--- config.mk ---
export PLATFORM = sky130hd
export DESIGN_NAME = vgnc_ram
export DESIGN_NICKNAME = d
export VERILOG_FILES = /design/src/vgnc_ram.sv
export SDC_FILE = /design/constraint.sdc
export NUM_CORES = 1
export LEC_CHECK = 0
export ABC_CLOCK_PERIOD_IN_PS = 4600
export BUFFER_PORTS_ARGS = -buffer_cell sky130_fd_sc_hd__buf_2
export CAP_MARGIN = 15
export CORE_UTILIZATION = 55
export DETAILED_ROUTE_END_ITERATION = 8
export PLACE_DENSITY_LB_ADDON = 0.25
export SLEW_MARGIN = 0
export SYNTH_ARGS = -nofsm -noshare
export SYNTH_HDL_FRONTEND = slang
export SYNTH_SLANG_ARGS = --single-unit
--- constraint.sdc ---
create_clock -name clk -period 4.6 [get_ports clk]
set_clock_uncertainty 0.2 [all_clocks]
set_input_delay 0.46 -clock clk [delete_from_list [all_inputs] [get_ports clk]]
set_output_delay 0.46 -clock clk [all_outputs]
set_load 0.02 [all_outputs]
--- src/vgnc_ram.sv ---
// ----------------------------------------------------------------------------
// vgnc_ram
// Generic single-port-write, single-port-read RAM with registered read.
// ----------------------------------------------------------------------------
`default_nettype none
module vgnc_ram #(
	parameter int WIDTH = 8,
	parameter int DEPTH = 16
) (
	input  wire logic                     clk,
	input  wire logic                     we,
	input  wire logic [$clog2(DEPTH)-1:0] waddr,
	input  wire logic [WIDTH-1:0]         wdata,
	input  wire logic [$clog2(DEPTH)-1:0] raddr,
	output logic      [WIDTH-1:0]         rdata
);
	logic [WIDTH-1:0] mem_q [DEPTH];

	// write and registered read
	always_ff @(posedge clk) begin
		if (we) mem_q[waddr] <= wdata;
		rdata <= mem_q[raddr];
	end
endmodule
`default_nettype wire

==> impl_metrics.toml <==
[clocking]
cts_resized = 0
cts.hold.buffers_added = 0
numCtsBuffers = 17
clock_latency_ns = 0.51
htree_levels = 4
cts_root_buf = "clkbuf_8"
post_cts.repair.setup_buffers = 0
cts_tree = "yes"
clock_sinks = 136
clock_path_buffers = 2
clkTransAtPathRegs_ns = 0.06

[floorplan]
start_util_pct = 57.9
die_x_um = 98.7
design.core.area_um2 = 8890
die-area_um2 = 9750
row_count = 34
ios = 26
die_y_um = 98.7

[synth]
ys.warnings.count = 0
synth_xor_area_share_pct = 0
yosys_register_bits = 136
synth_compound_area_share_pct = 2.33
synthMuxAreaShare_pct = 15.0
ys_types = 19
synth-simple-area-share_pct = 3.18
syn_inst = 229
synth_area_um2 = 5150
ys_seq_area_share_pct = 77.8
synth_top_family_by_area = "multiplexers"
avgSynthCellArea_um2 = 22.5
synthAdderAreaFrac_pct = 0
syn_nets = 247

[final_layout]
num_antenna_cells = 0
final_net_count = 285
drive_above_1_share_pct = 27.9
layout.cells.non_filler = 388
area_growth_pct = 14.6
finish.utilization_pct = 66.4

[grt]
overflow = 0
track_usage_pct = 21.4
grt_max_degree = 33
antenna_found_initial = 0
grt_pass1_vias = 2419
grt_pass1_wl_um = 14100

[detailed_routing]
route.detailed.drc = 0
drt_first_pass_iters = 6
ant_nets = 0
drtIter0Drc = 165
via_per_inst = 6.24
routed-via-count = 2420
wl_um = 9530
wl_per_cell_um = 24.6

[min_path]
hold_class = "primary input to register"

[sta]
timing.final.ws_setup_ns = 2.47
setup_tns_ns = 0
finalSetupViolations = 0
slew_headroom_pct = 30.8
grt_setup_unrepaired = "false"
hold_violations = 0
post-route-min-period_ns = 2.13
max_slew.worst_pin.slew_ns = 1.04
fmaxAchievable_mhz = 470
finalCritPeriodShare_pct = 46.2
final_max_slew_viol_count = 0

[power]
power_density_nw_per_um2 = 469
max-vdd-ir-drop_v = 0.000318
power_mw = 2.77
leakage_nw = 1.97

[critical_path]
crit_arrival_ns = 2.31
r2r_setup_slack_ns = 3.03
crit_path_start_kind = "primary input"
critPathKind = "primary input to register"
cp_max_fo = 32
critPathRequiredTime_ns = 4.78
worstSetupEndpointType = "register"

[placement]
io_buffers = 25
dp_hpwl_um = 5680
place_inst = 355
place_congestion = 0.763
preCtsSetupSlack_ns = 1.94

[outcome]
status = "finished, final reports clean"

[flow_run]
drv_cap = 0
[power breakdown]
| group | total, mW | internal [mW] | switching (mW) | leakage [nW] |
|---|---|---|---|---|
| clock network | 1.24 | 0.761 | 0.482 | 0.256 |
| registers | 1.40 | 1.39 | 0.00909 | 1.22 |
| logic | 0.129 | 0.0499 | 0.0795 | 0.491 |
| total | 2.77 | 2.20 | 0.571 | 1.97 |
[cells by family (layout without fill, tap and decap cells)]
logic type      after synthesis  count (layout)
flops                       136             136
simple gates                 35              35
mux                          32              32
compound gates               16              16
buf+inv                      10              61
[path summary, 6_finish.rpt]
kind            endpoint    startpoint  cells past startpoint
max             rdata[2]      raddr[0]                      4
min          mem_q[9][0]      wdata[0]                      1
max reg2reg     rdata[2]   mem_q[9][2]                      3
min reg2reg     rdata[0]  mem_q[14][0]                      3
[synth_stat cells (all sizes together)]
master | instances | area share, %
mux4 | 32 | 15
nand2 | 9 | 0.66
nor2b | 1 | 0.12
dfxtp | 8 | 3.1
edfxtp | 128 | 75
and2 | 1 | 0.12
nor2 | 13 | 0.95
or3b | 1 | 0.17
a22oi | 16 | 2.3
nand3b | 2 | 0.29
buf | 7 | 1.1
nand3 | 1 | 0.097
nor3 | 4 | 0.39
and2b | 1 | 0.15
clkdlybuf4s25 | 3 | 0.58
nand2b | 2 | 0.24
[metal layers]
layer | GRT usage (%) | routed length, um
met1 | 29.7 | 4030
met2 | 32.7 | 4750
met3 | 6.31 | 639
met4 | 8.04 | 107
met5 | 0 | 0
[layout by cell type, fill, tap and decap left out, drive strengths merged]
cell type / n
edfxtp: 128
mux4: 32
buf: 28
clkbuf: 19
a22oi: 16
nor2: 13
nand2: 9
dfxtp: 8
clkinvlp: 6
clkinv: 6
nor3: 4
nand3b: 2
nand2b: 2
bufinv: 2
nor2b: 1
and2: 1
and2b: 1
nand3: 1
or3b: 1
[sequential cells by signal, indices dropped and copies added, names as in the netlist]
register  cells
mem_q       128
rdata         8
[through the flow]
step                      hold WS, ns  cell area, um^2
after floorplan                 0.359             5150
after global placement          0.445             5340
after detailed placement        0.454             5340
after CTS                       0.120             5900
after global routing            0.120             5900
final                           0.139             5900
[worst max-delay path, cell delays in order]
cell,delay [ns]
buf_2,0.77
mux4_1,0.65
a22oi_1,0.29
nand2_1,0.11
[layout make-up]
type	count	area, um^2
clock inverters	14	134
multi-input cells	83	1060
well taps	108	135
fillers	561	2990
flip-flops and latches	136	4000
clock buffers	18	418
repair buffers	29	153
Note: power is estimated with default switching activity, not from simulation.
